## config.mk

```make
export PLATFORM = sky130hd
export DESIGN_NAME = selective_repeat_receiver_flat
export DESIGN_NICKNAME = d
export VERILOG_FILES = /design/src/rtl/srr_pkg.sv /design/src/rtl/srr_pkt_if.sv /design/src/rtl/srr_res_if.sv /design/src/rtl/selective_repeat_receiver.sv /design/src/rtl/srr_slot_ram.sv /design/src/rtl/srr_ctrl.sv /design/src/flat_wrapper.sv
export SDC_FILE = /design/constraint.sdc
export NUM_CORES = 1
export LEC_CHECK = 0
export ABC_AREA = 1
export BUFFER_PORTS_ARGS = -buffer_cell sky130_fd_sc_hd__buf_4
export CAP_MARGIN = 15
export CORE_ASPECT_RATIO = 0.5
export CORE_MARGIN = 2
export CORE_UTILIZATION = 50
export CTS_BUF_LIST = sky130_fd_sc_hd__clkbuf_4 sky130_fd_sc_hd__clkbuf_8
export CTS_CLUSTER_DIAMETER = 120
export CTS_CLUSTER_SIZE = 25
export DETAILED_ROUTE_END_ITERATION = 7
export GPL_ROUTABILITY_DRIVEN = 0
export GPL_TIMING_DRIVEN = 0
export PLACE_DENSITY_LB_ADDON = 0.08
export REMOVE_ABC_BUFFERS = 1
export SLEW_MARGIN = 40
export SYNTH_ARGS = -nofsm -noshare
export SYNTH_HDL_FRONTEND = slang
export SYNTH_HIERARCHICAL = 1
export SYNTH_SLANG_ARGS = --single-unit
```

## constraint.sdc

```tcl
create_clock -name clk -period 5.8 [get_ports clk]
set_clock_uncertainty 0.1 [all_clocks]
set_input_delay 0.58 -clock clk [delete_from_list [all_inputs] [get_ports clk]]
set_output_delay 0.58 -clock clk [all_outputs]
set_load 0.01 [all_outputs]
```

## src/rtl/srr_pkg.sv

```systemverilog
// Shared types and constants for the selective-repeat receiver.
package srr_pkg;

	// Fixed field widths of the packet and result channels.
	localparam int SEQ_W     = 3;
	localparam int PAYLOAD_W = 64;
	localparam int WSIZE_W   = 3;

	// Wide enough to hold a sequence number plus the sequence space without overflow.
	localparam int SEQ_EXT_W = 10;

	// Delivery counter width and the most deliveries that follow one packet.
	localparam int CNT_W     = 3;
	localparam int MAX_DELIV = 7;

	// Register reset value and parameter defaults.
	localparam logic [WSIZE_W-1:0] WSIZE_RESET = 3'd4;
	localparam int SEQ_SPACE_DEF    = 8;
	localparam int PAYLOAD_BITS_DEF = 64;

	// Result kind codes.
	typedef enum logic {
		KIND_ACK     = 1'b0,
		KIND_DELIVER = 1'b1
	} kind_t;

endpackage

```

## src/rtl/srr_pkt_if.sv

```systemverilog
// Received packet channel: valid/ready handshake with checksum flag, sequence number, payload.
interface srr_pkt_if;
	logic                           valid;
	logic                           ready;
	logic                           checksum_ok;
	logic [srr_pkg::SEQ_W-1:0]      seq_num;
	logic [srr_pkg::PAYLOAD_W-1:0]  payload;

	modport source (output valid, output checksum_ok, output seq_num, output payload,
		input ready);
	modport sink (input valid, input checksum_ok, input seq_num, input payload,
		output ready);
endinterface

```

## src/rtl/srr_res_if.sv

```systemverilog
// Result channel: valid/ready handshake with acknowledgements and in-order deliveries.
interface srr_res_if;
	logic                           valid;
	logic                           ready;
	logic                           kind;
	logic [srr_pkg::SEQ_W-1:0]      ack_num;
	logic [srr_pkg::PAYLOAD_W-1:0]  data_out;
	logic                           last;

	modport source (output valid, output kind, output ack_num, output data_out,
		output last, input ready);
	modport sink (input valid, input kind, input ack_num, input data_out, input last,
		output ready);
endinterface

```

## src/rtl/selective_repeat_receiver.sv

```systemverilog
// Selective-repeat receiver: one packet in, an acknowledgement and in-order deliveries out.
// Timing: a packet transfer moves the sequencer to the acknowledge state, from which the
// acknowledgement is loaded into the result register; each delivery follows the previous
// result and waits while the result channel stalls. Flow: no new packet is taken until every
// result of the last one is in the single result register; a dropped packet gives no result.
// Reset: slot occupancy cleared, window base 0, window size 4; slot memory is not cleared.
module selective_repeat_receiver #(
	parameter int SEQ_SPACE    = srr_pkg::SEQ_SPACE_DEF,
	parameter int PAYLOAD_BITS = srr_pkg::PAYLOAD_BITS_DEF
) (
	input  logic                        clk,
	input  logic                        arst_n,
	input  logic                        cfg_we,
	input  logic [srr_pkg::WSIZE_W-1:0] cfg_wdata,
	srr_pkt_if.sink                     pkt,
	srr_res_if.source                   res
);

	localparam int IW = $clog2(SEQ_SPACE);

	logic [srr_pkg::WSIZE_W-1:0] window_size_q;
	logic                        ram_wr_en;
	logic [IW-1:0]               ram_wr_addr;
	logic [PAYLOAD_BITS-1:0]     ram_wr_data;
	logic                        ram_rd_en;
	logic [IW-1:0]               ram_rd_addr;
	logic [PAYLOAD_BITS-1:0]     ram_rd_data;

	// Window size register.
	always_ff @(posedge clk or negedge arst_n) begin
		if (!arst_n) begin
			window_size_q <= srr_pkg::WSIZE_RESET;
		end else if (cfg_we) begin
			window_size_q <= cfg_wdata;
		end
	end

	srr_ctrl #(
		.SEQ_SPACE    (SEQ_SPACE),
		.PAYLOAD_BITS (PAYLOAD_BITS)
	) u_ctrl (
		.clk         (clk),
		.arst_n      (arst_n),
		.window_size (window_size_q),
		.pkt         (pkt),
		.res         (res),
		.ram_wr_en   (ram_wr_en),
		.ram_wr_addr (ram_wr_addr),
		.ram_wr_data (ram_wr_data),
		.ram_rd_en   (ram_rd_en),
		.ram_rd_addr (ram_rd_addr),
		.ram_rd_data (ram_rd_data)
	);

	srr_slot_ram #(
		.DEPTH (SEQ_SPACE),
		.WIDTH (PAYLOAD_BITS)
	) u_slot_ram (
		.clk     (clk),
		.wr_en   (ram_wr_en),
		.wr_addr (ram_wr_addr),
		.wr_data (ram_wr_data),
		.rd_en   (ram_rd_en),
		.rd_addr (ram_rd_addr),
		.rd_data (ram_rd_data)
	);

endmodule

```

## src/rtl/srr_slot_ram.sv

```systemverilog
// Payload slot memory: one write port, one read port with registered read data.
module srr_slot_ram #(
	parameter int DEPTH = srr_pkg::SEQ_SPACE_DEF,
	parameter int WIDTH = srr_pkg::PAYLOAD_BITS_DEF
) (
	input  logic                     clk,
	input  logic                     wr_en,
	input  logic [$clog2(DEPTH)-1:0] wr_addr,
	input  logic [WIDTH-1:0]         wr_data,
	input  logic                     rd_en,
	input  logic [$clog2(DEPTH)-1:0] rd_addr,
	output logic [WIDTH-1:0]         rd_data
);

	logic [WIDTH-1:0] mem [DEPTH];

	// Write port.
	always_ff @(posedge clk) begin
		if (wr_en) begin
			mem[wr_addr] <= wr_data;
		end
	end

	// Read port; data holds while no new read is issued.
	always_ff @(posedge clk) begin
		if (rd_en) begin
			rd_data <= mem[rd_addr];
		end
	end

endmodule

```

## src/rtl/srr_ctrl.sv

```systemverilog
// Receive window control: slot occupancy, window base, sequencing and the result register.
module srr_ctrl #(
	parameter int SEQ_SPACE    = srr_pkg::SEQ_SPACE_DEF,
	parameter int PAYLOAD_BITS = srr_pkg::PAYLOAD_BITS_DEF,
	localparam int IW          = $clog2(SEQ_SPACE)
) (
	input  logic                        clk,
	input  logic                        arst_n,
	input  logic [srr_pkg::WSIZE_W-1:0] window_size,
	srr_pkt_if.sink                     pkt,
	srr_res_if.source                   res,
	output logic                        ram_wr_en,
	output logic [IW-1:0]               ram_wr_addr,
	output logic [PAYLOAD_BITS-1:0]     ram_wr_data,
	output logic                        ram_rd_en,
	output logic [IW-1:0]               ram_rd_addr,
	input  logic [PAYLOAD_BITS-1:0]     ram_rd_data
);

	typedef enum logic [1:0] {
		ST_IDLE,
		ST_ACK,
		ST_DELIV
	} state_t;

	localparam int EW = srr_pkg::SEQ_EXT_W;

	state_t                         state_q;
	logic [SEQ_SPACE-1:0]           full_q;
	logic [IW-1:0]                  base_q;
	logic [srr_pkg::CNT_W-1:0]      cnt_q;
	logic [srr_pkg::SEQ_W-1:0]      seq_q;
	logic                           inwin_q;

	logic                           out_valid_q;
	srr_pkg::kind_t                 kind_q;
	logic [srr_pkg::SEQ_W-1:0]      ack_q;
	logic [srr_pkg::PAYLOAD_W-1:0]  data_q;
	logic                           last_q;

	logic          pkt_xfer;
	logic [EW-1:0] seq_ext;
	logic [EW-1:0] base_ext;
	logic [EW-1:0] offset;
	logic          in_space;
	logic          in_win;
	logic [IW-1:0] seq_idx;
	logic [IW-1:0] base_nxt;
	logic          slot_free;
	logic          ack_more;
	logic          deliv_more;

	// Window membership of the arriving packet, with wrap over the sequence space.
	always_comb begin
		pkt_xfer = pkt.valid && pkt.ready;
		seq_ext  = EW'(pkt.seq_num);
		base_ext = EW'(base_q);
		in_space = seq_ext < EW'(SEQ_SPACE);
		if (seq_ext >= base_ext) begin
			offset = seq_ext - base_ext;
		end else begin
			offset = seq_ext + EW'(SEQ_SPACE) - base_ext;
		end
		in_win  = in_space && (offset < EW'(window_size));
		seq_idx = seq_ext[IW-1:0];
	end

	// Next base, result slot availability and whether more deliveries follow.
	always_comb begin
		if (base_q == IW'(SEQ_SPACE - 1)) begin
			base_nxt = '0;
		end else begin
			base_nxt = base_q + IW'(1);
		end
		slot_free  = !out_valid_q || res.ready;
		ack_more   = inwin_q && full_q[base_q];
		deliv_more = (cnt_q < srr_pkg::CNT_W'(srr_pkg::MAX_DELIV - 1)) && full_q[base_nxt];
	end

	// Memory accesses: store on an in-window transfer with a good checksum, prefetch the next slot to deliver.
	always_comb begin
		ram_wr_en   = pkt_xfer && pkt.checksum_ok && in_win;
		ram_wr_addr = seq_idx;
		ram_wr_data = pkt.payload[PAYLOAD_BITS-1:0];
		ram_rd_en   = slot_free && (((state_q == ST_ACK) && ack_more) ||
			((state_q == ST_DELIV) && deliv_more));
		ram_rd_addr = (state_q == ST_ACK) ? base_q : base_nxt;
	end

	assign pkt.ready    = (state_q == ST_IDLE);
	assign res.valid    = out_valid_q;
	assign res.kind     = kind_q;
	assign res.ack_num  = ack_q;
	assign res.data_out = data_q;
	assign res.last     = last_q;

	// Sequencer, window state and result register.
	always_ff @(posedge clk or negedge arst_n) begin
		if (!arst_n) begin
			state_q     <= ST_IDLE;
			full_q      <= '0;
			base_q      <= '0;
			cnt_q       <= '0;
			seq_q       <= '0;
			inwin_q     <= 1'b0;
			out_valid_q <= 1'b0;
			kind_q      <= srr_pkg::KIND_ACK;
			ack_q       <= '0;
			data_q      <= '0;
			last_q      <= 1'b0;
		end else begin
			if (res.ready) begin
				out_valid_q <= 1'b0;
			end
			unique case (state_q)
				ST_IDLE: begin
					if (pkt_xfer && pkt.checksum_ok) begin
						seq_q   <= pkt.seq_num;
						inwin_q <= in_win;
						if (in_win) begin
							full_q[seq_idx] <= 1'b1;
						end
						state_q <= ST_ACK;
					end
				end
				ST_ACK: begin
					if (slot_free) begin
						out_valid_q <= 1'b1;
						kind_q      <= srr_pkg::KIND_ACK;
						ack_q       <= seq_q;
						data_q      <= '0;
						last_q      <= !ack_more;
						cnt_q       <= '0;
						state_q     <= ack_more ? ST_DELIV : ST_IDLE;
					end
				end
				ST_DELIV: begin
					if (slot_free) begin
						out_valid_q    <= 1'b1;
						kind_q         <= srr_pkg::KIND_DELIVER;
						ack_q          <= '0;
						data_q         <= srr_pkg::PAYLOAD_W'(ram_rd_data);
						last_q         <= !deliv_more;
						full_q[base_q] <= 1'b0;
						base_q         <= base_nxt;
						cnt_q          <= cnt_q + srr_pkg::CNT_W'(1);
						state_q        <= deliv_more ? ST_DELIV : ST_IDLE;
					end
				end
				default: begin
					state_q <= ST_IDLE;
				end
			endcase
		end
	end

endmodule
```

## src/flat_wrapper.sv

```systemverilog
// flat-port wrapper written by rule: the top's interface ports become plain ports
module selective_repeat_receiver_flat 
#(
	parameter int SEQ_SPACE    = srr_pkg::SEQ_SPACE_DEF,
	parameter int PAYLOAD_BITS = srr_pkg::PAYLOAD_BITS_DEF
)
  (clk, arst_n, cfg_we, cfg_wdata, pkt_valid, pkt_checksum_ok, pkt_seq_num, pkt_payload, pkt_ready, res_valid, res_kind, res_ack_num, res_data_out, res_last, res_ready);
  srr_pkt_if pkt_i ();
  srr_res_if res_i ();
  input  logic clk;
  input  logic arst_n;
  input  logic cfg_we;
  input  logic [srr_pkg::WSIZE_W-1:0] cfg_wdata;
  input wire logic [$bits(pkt_i.valid)-1:0] pkt_valid;
  input wire logic [$bits(pkt_i.checksum_ok)-1:0] pkt_checksum_ok;
  input wire logic [$bits(pkt_i.seq_num)-1:0] pkt_seq_num;
  input wire logic [$bits(pkt_i.payload)-1:0] pkt_payload;
  output wire logic [$bits(pkt_i.ready)-1:0] pkt_ready;
  output wire logic [$bits(res_i.valid)-1:0] res_valid;
  output wire logic [$bits(res_i.kind)-1:0] res_kind;
  output wire logic [$bits(res_i.ack_num)-1:0] res_ack_num;
  output wire logic [$bits(res_i.data_out)-1:0] res_data_out;
  output wire logic [$bits(res_i.last)-1:0] res_last;
  input wire logic [$bits(res_i.ready)-1:0] res_ready;
  assign pkt_i.valid = pkt_valid;
  assign pkt_i.checksum_ok = pkt_checksum_ok;
  assign pkt_i.seq_num = pkt_seq_num;
  assign pkt_i.payload = pkt_payload;
  assign pkt_ready = pkt_i.ready;
  assign res_valid = res_i.valid;
  assign res_kind = res_i.kind;
  assign res_ack_num = res_i.ack_num;
  assign res_data_out = res_i.data_out;
  assign res_last = res_i.last;
  assign res_i.ready = res_ready;
  selective_repeat_receiver #(.SEQ_SPACE(SEQ_SPACE), .PAYLOAD_BITS(PAYLOAD_BITS)) u_core (.clk(clk), .arst_n(arst_n), .cfg_we(cfg_we), .cfg_wdata(cfg_wdata), .pkt(pkt_i), .res(res_i));
endmodule
```

==> flow_summary_export.csv, run 1 <==
group,metric,value,unit
timing,setup_viol,0,
critical_path,critPathMostFrequentCell,"buf_8",
grt,grt_first_pass_wirelength,104000,µm
floorplanning,die_h,175,µm
placed_design,dp_slack,1.10,ns
timing,finalHoldViolCount,0,
floorplanning,die_area,60600,µm²
timing,fin_tns_setup,0,ns
timing,slew_violations,0,
clock_tree,cts_made_buffers,30,
critical_path,crit_arrival,4.87,ns
clock_tree,cts_root_buffer,"clkbuf_8",
synth,syn_inst,2903,
power,p_leak,15.4,nW
timing,rsz0062_at_grt,"no",
critical_path,slowest_stage,"dfrtp_1",
grt,grt_pass1_vias,18500,
grt,grt_max_degree,94,
timing,hold_slack,0.121,ns
cells_and_area,nNetsFinal,3144,
synth,synth_edf_count,576,
routing,drtPass1Iterations,5,
clock_tree,cts_max_level,1,
grt,grtUsageTotal,22.1,%
floorplanning,start_util,50.8,%
power,max-vdd-ir-drop,0.000336,V
placed_design,io_buffers,146,
synth,synth.ff_latch_count,669,
routing,viasPerCell,4.93,
critical_path,critPathMaxFanout,17,
hold_path,worstHoldPathCells,4,
hold_path,hold_path.class,"in2reg",
synth,ys_types,30,
routing,drt-wirelength-per-cell,17.1,µm
timing,relSlewSlack,48.8,%
synth,synthArstFlopShare,13.9,%
timing,tightestPinTransition,0.768,ns
placed_design,place_inst,3716,
cells_and_area,area_delta_synth_final,14.0,%
cells_and_area,drive_gt1_share,10.6,%
cells_and_area,final_cells,3846,
grt,grt.met1_usage,31.2,%
cells_and_area,diodes,0,
timing,min_period_over_period,78.1,%
placed_design,post_dp_cell_area,32000,µm²
critical_path,worstPathCellList,"ha_1 > inv_1 > fa_1 > inv_1 > fa_1 > inv_1 > ha_1 > a21oi_1 > nand3_2 > nor2_1 > nand2_1 > nor2_4 > buf_8 > buf_16 > buf_8 > buf_8 > buf_8",
grt,top_usage_layer,"met2",
routing,vias,19000,
run,drv_cap,0,
grt,use_met3,2.28,%
synth,netlist_top_cells_area,"edfxtp_1, nand2_1, dfrtp_1",
clock_tree,post_cts_resized,0,
critical_path,cp_slowest_stage_delay,0.73,ns
critical_path,crit_path_start_kind,"register",
floorplanning,num_rows,62,
critical_path,cp-end-kind,"register",
power,powerDensity,451,nW/µm²
synth,synth_ff_type,"edfxtp_1",
critical_path,reg2reg_slack,1.27,ns
synth,syn_area_per_cell,10.1,µm²
floorplanning,io-pin-count,147,
timing,period_needed,4.53,ns
grt,grt-ovfl-total,0,
routing,drcViolationCount,0,
routing,postRouteAntennaNets,0,
critical_path,critPathKind,"reg2reg",
synth,synthTopCellsByCount,"nand2_1, edfxtp_1, inv_1",
floorplanning,die_w,346,µm
clock_tree,cts_tree,"yes",
clock_tree,clockBufferDepth,3,
synth,synth_top_area_cell,"edfxtp_1",
clock_tree,cts.sinks,669,
timing,setup_slack,1.27,ns
synth,synth_area,29300,µm²
synth,yosys_warnings,6,
synth,yosys.area.top_type_share,59.1,%
status,status,"complete, no violations",
grt,antenna_found_initial,0,
clock_tree,cts.clk_slew.worst_paths,0.16,ns
critical_path,cp.required,6.15,ns
grt,grt.met2_usage,37.7,%
timing,max_freq,221,MHz
synth,yosys.cell_count.top_type,"nand2_1",
critical_path,r2r_cells,17,
synth,ys_seq_area_share,67.0,%
clock_tree,clk_latency,0.72,ns
cells_and_area,final_area,33400,µm²
routing,wl,65700,µm
routing,drtIter0Drc,1341,
floorplanning,coreArea,57600,µm²
placed_design,dpl.hpwl,41000,µm
## cell usage in the layout, fill, tap and decap left out, types with 5 or more instances in the layout
| cell type | instances |
|---|---|
| nand2_1 | 1064 |
| edfxtp_1 | 576 |
| inv_1 | 540 |
| nand3_1 | 345 |
| buf_4 | 145 |
| dfrtp_1 | 92 |
| dlygate4sd3_1 | 74 |
| buf_8 | 53 |
| buf_16 | 34 |
| clkbuf_8 | 30 |
| clkbuf_4 | 24 |
| o21ai_0 | 16 |
| ha_1 | 11 |
| nor2_1 | 9 |
| nor2_4 | 8 |
| nor3_1 | 6 |
| nand2_2 | 5 |
## cell type report
class | count | area, µm²
Multi-Input combinational cell | 1494 | 6440
Timing Repair Buffer | 311 | 3650
Inverter | 548 | 2080
Tap cell | 768 | 961
Clock buffer | 54 | 593
Clock inverter | 2 | 17.5
Sequential cell | 669 | 19600
Fill cell | 4866 | 24300
## layer usage
| layer | routed length [µm] | vias up |
|---|---|---|
| met3 | 2790 | 76 |
| met1 | 30600 | 9223 |
| met4 | 1080 | 0 |
| met2 | 31200 | 349 |
| met5 | 0 | - |
| li1 | - | 9324 |
## cells by family after synthesis
logic type | synth area share [%]
adders and majority gates | 0.650
buffers and inverters | 11.4
AOI/OAI and AO/OA | 0.769
DFF | 67.0
and+or+nand+nor | 20.1
xor gates and xnor gates | 0.0299
## metrics by stage
step | power (mW) | utilization (%)
floorplan | 9.65 | -
global placement | 9.90 | 52.2
detailed placement | 13.1 | 55.6
CTS | 15.2 | 57.9
global route | 16.1 | 57.9
finish | 15.0 | 57.9
## path summary, 6_finish.rpt
kind                                                  endpoint                         start
worst max-delay path              u_core/u_slot_ram/mem[0][38]       u_core/u_ctrl/base_q[0]
worst min-delay path                   u_core/u_ctrl/res.valid                     res_ready
worst max register to register    u_core/u_slot_ram/mem[0][38]       u_core/u_ctrl/base_q[0]
worst min register to register   u_core/u_ctrl/res.data_out[6]  u_core/u_slot_ram/rd_data[6]
max in group asynchronous       u_core/u_ctrl/res.data_out[36]                        arst_n
min in group asynchronous              u_core/window_size_q[0]                        arst_n
## state kept, by name, summed over array words and instances (netlist names)
| register | flops |
|---|---|
| u_core/u_ctrl/state_q | 2 |
| u_core/u_ctrl/seq_q | 3 |
| u_core/u_slot_ram/mem | 512 |
| u_core/u_ctrl/res.valid | 1 |
| u_core/u_ctrl/base_q | 3 |
| u_core/u_ctrl/full_q | 8 |
| u_core/u_ctrl/inwin_q | 1 |
| u_core/u_slot_ram/rd_data | 64 |
| u_core/u_ctrl/res.ack_num | 3 |
| u_core/u_ctrl/res.kind | 1 |
| u_core/u_ctrl/cnt_q | 3 |
| u_core/u_ctrl/res.data_out | 64 |
| u_core/window_size_q | 3 |
| u_core/u_ctrl/res.last | 1 |
## critical path: cells and delay by family, from the launching register on
kind	cells	cell delay, ns
compound gates	1	0.18
fa+ha+maj	4	1.25
flops	1	0.73
buf+inv	8	1.14
simple gates	4	0.84
## power breakdown
group	leakage, nW	internal (mW)	switching (mW)	total (mW)
combinational	8.59	2.47	4.58	7.05
clock	0.335	0.649	1.38	2.03
sequential	6.44	5.78	0.184	5.97
## timing repair
item | 4_1_cts | 5_1_grt
hold buffers | 74 | 0
endpoints found under the hold margin | 566 | 0
buffers inserted | 0 | 0
Power figures use the tool's default switching activity.
==> run 2, diff against run 1 <==
==> constraint.sdc (replaced) <==
create_clock -name clk -period 3.9 [get_ports clk]
set_clock_uncertainty 0.1 [all_clocks]
set_input_delay 0.39 -clock clk [delete_from_list [all_inputs] [get_ports clk]]
set_output_delay 0.39 -clock clk [all_outputs]
set_load 0.01 [all_outputs]
==> run 2 against run 1 <==
Compared with the run above:
- hold slack got worse by 0.042 ns
- non-clock buffer count is 19 higher
- sequential power increased by 48%
- via count grew 0.94%
- register-to-register slack got worse by 1.1 ns
- core utilization increased by 0.29 points
- first-iteration DRC count up 5.1%
- clock power increased by 48%
- maximum frequency up 20%
- largest cell class unchanged
- largest power group unchanged
==> flow_summary_export.csv, run 2 (synthesis results as in run 1) <==
group,metric,value,unit
status,status,"complete, no violations",
floorplanning,start_util,50.8,%
grt,grt_pass1_vias,18500,
grt,grt_max_degree,94,
cells_and_area,final_cells,3865,
clock_tree,cts.clk_slew.worst_paths,0.16,ns
power,powerDensity,671,nW/µm²
routing,wl,66200,µm
clock_tree,cts_max_level,1,
routing,viasPerCell,4.95,
power,p_total,22.5,mW
power,internal_power,13.3,mW
power,p_sw,9.17,mW
power,seqPwrFrac,39.4,%
timing,period_needed,3.76,ns
cells_and_area,largest-register,"u_core/u_slot_ram/mem",
critical_path,critPathKind,"reg2reg",
timing,relSlewSlack,49.0,%
critical_path,cp_slowest_stage_delay,0.46,ns
critical_path,rr_endpoint,"u_core/u_slot_ram/mem[5][43]",
critical_path,cp.required,4.21,ns
cells_and_area,drive_gt1_share,11.3,%
clock_tree,cts_made_buffers,30,
timing,slew_violations,0,
clock_tree,cts_root_buffer,"clkbuf_8",
clock_tree,cts_tree,"yes",
power,p_sw_share,40.8,%
floorplanning,num_rows,62,
hold_path,worstHoldPathCells,3,
timing,finalHoldViolCount,0,
floorplanning,die_w,346,µm
clock_tree,clk_latency,0.72,ns
timing,min_period_over_period,96.5,%
timing,setup_viol,0,
grt,grt-ovfl-total,0,
placed_design,place_inst,3716,
routing,drt-wirelength-per-cell,17.1,µm
critical_path,crit_path_start_kind,"register",
floorplanning,coreArea,57600,µm²
power,p_clk_share,13.4,%
cells_and_area,largest_reg_flops,512,
critical_path,reg2reg_slack,0.14,ns
timing,max_freq,266,MHz
placed_design,dpl.hpwl,41000,µm
grt,antenna_found_initial,0,
hold_path,hold_end,"u_core/u_ctrl/seq_q[2]",
placed_design,post_dp_cell_area,32000,µm²
cells_and_area,area_delta_synth_final,14.6,%
routing,postRouteAntennaNets,0,
run,drv_cap,0,
grt,grt_first_pass_wirelength,104000,µm
clock_tree,cts.sinks,669,
cells_and_area,nNetsFinal,3163,
timing,hold_slack,0.0789,ns
cells_and_area,diodes,0,
timing,tightestPinTransition,0.765,ns
routing,drcViolationCount,0,
power,p_comb_share,47.2,%
floorplanning,die_h,175,µm
critical_path,r2r_cells,16,
cells_and_area,final_area,33500,µm²
critical_path,critPathMostFrequentCell,"buf_16",
critical_path,crit-reg2reg-launch,"u_core/u_ctrl/base_q[1]",
routing,vias,19200,
power,p_leak,15.5,nW
critical_path,slowest_stage,"dfrtp_2",
hold_path,hold_path.class,"in2reg",
cells_and_area,final_common_cell,"nand2_1",
placed_design,io_buffers,146,
grt,grtUsageTotal,22.2,%
critical_path,cp-end-kind,"register",
cells_and_area,layout_common_cells,"nand2_1, edfxtp_1, inv_1",
hold_path,hold_start,"pkt_seq_num[2]",
power,max-vdd-ir-drop,0.000500,V
critical_path,crit_arrival,4.07,ns
floorplanning,io-pin-count,147,
placed_design,dp_slack,-0.642,ns
critical_path,critPathMaxFanout,12,
timing,setup_slack,0.137,ns
routing,drtIter0Drc,1410,
critical_path,worstPathCellList,"clkinvlp_4 > fa_2 > inv_1 > fa_1 > inv_1 > ha_1 > a21oi_2 > nand3_2 > nor2_4 > nand2_4 > nor2_4 > buf_16 > buf_16 > buf_16 > buf_16 > buf_16",
clock_tree,clockBufferDepth,3,
floorplanning,die_area,60600,µm²
routing,drtPass1Iterations,5,
## run 2: changes by cell type in the layout (fill, tap and decap cells not counted), moves of 2 or more
| cell | change |
|---|---|
| nand2_1 | -2 |
| nand2_4 | +2 |
| buf_8 | -4 |
| buf_12 | +2 |
| dlygate4sd3_1 | +3 |
| dfrtp_2 | +2 |
| buf_4 | +19 |
| dfrtp_1 | -2 |
## run 2: power by group through the flow
stage | Clock [mW] | Sequential (mW) | Combinational (mW)
floorplan | 0 | 8.97 | 4.09
global placement | 0 | 8.86 | 4.73
detailed placement | 0 | 9.04 | 10.4
CTS | 3.12 | 8.86 | 10.6
global route | 3.36 | 8.92 | 11.9
finish | 3.01 | 8.86 | 10.6
## run 2: critical path, delay by kind of cell, from the launching register on
| family | cells | cell delay [ns] |
|---|---|---|
| DFF | 1 | 0.46 |
| buffers and inverters | 8 | 1.15 |
| AOI/OAI and AO/OA | 1 | 0.15 |
| and+or+nand+nor | 4 | 0.59 |
| adders and majority gates | 3 | 1.01 |
## run 2: layer usage
metal  wire (µm)  GRT usage, %
met5           0             0
met4        1090          4.11
met3        3090          2.31
met2       31600          38.0
met1       30400          31.3
## run 2: timing repair
item,in CTS,in global routing
endpoints found under the hold margin,611,0
setup buffers,11,8
setup endpoints to repair,498,124
resized for setup,6,10
hold buffers,77,0
pin swaps,4,5
## run 2: layout make-up
class	count	area, µm²
Clock buffer	54	593
Timing Repair Buffer	330	3780
Multi-Input combinational cell	1494	6470
Clock inverter	2	17.5
Inverter	548	2090
Tap cell	768	961
Sequential cell	669	19600
Fill cell	4849	24100
## run 2: worst max path at each step
stage / startpoint / end / cells after the start
final: u_core/u_ctrl/base_q[1] / u_core/u_slot_ram/mem[5][43] / 16
after floorplan: u_core/u_ctrl/base_q[0] / u_core/u_slot_ram/rd_data[0] / 11
after CTS: u_core/u_ctrl/base_q[1] / u_core/u_slot_ram/mem[0][18] / 16
after detailed placement: u_core/u_ctrl/base_q[0] / u_core/u_slot_ram/mem[3][44] / 15
after global placement: u_core/u_ctrl/base_q[0] / u_core/u_slot_ram/rd_data[12] / 11
after global routing: u_core/u_ctrl/base_q[1] / u_core/u_slot_ram/mem[5][43] / 16
## run 2: per-stage QoR
step / util (%) / TNS [ns]
floorplan: - / -2063.28
global placement: 52.2 / -5972.42
detailed placement: 55.6 / -140.31
CTS: 58.1 / -0.0467
global route: 58.2 / -0.0463
finish: 58.2 / 0
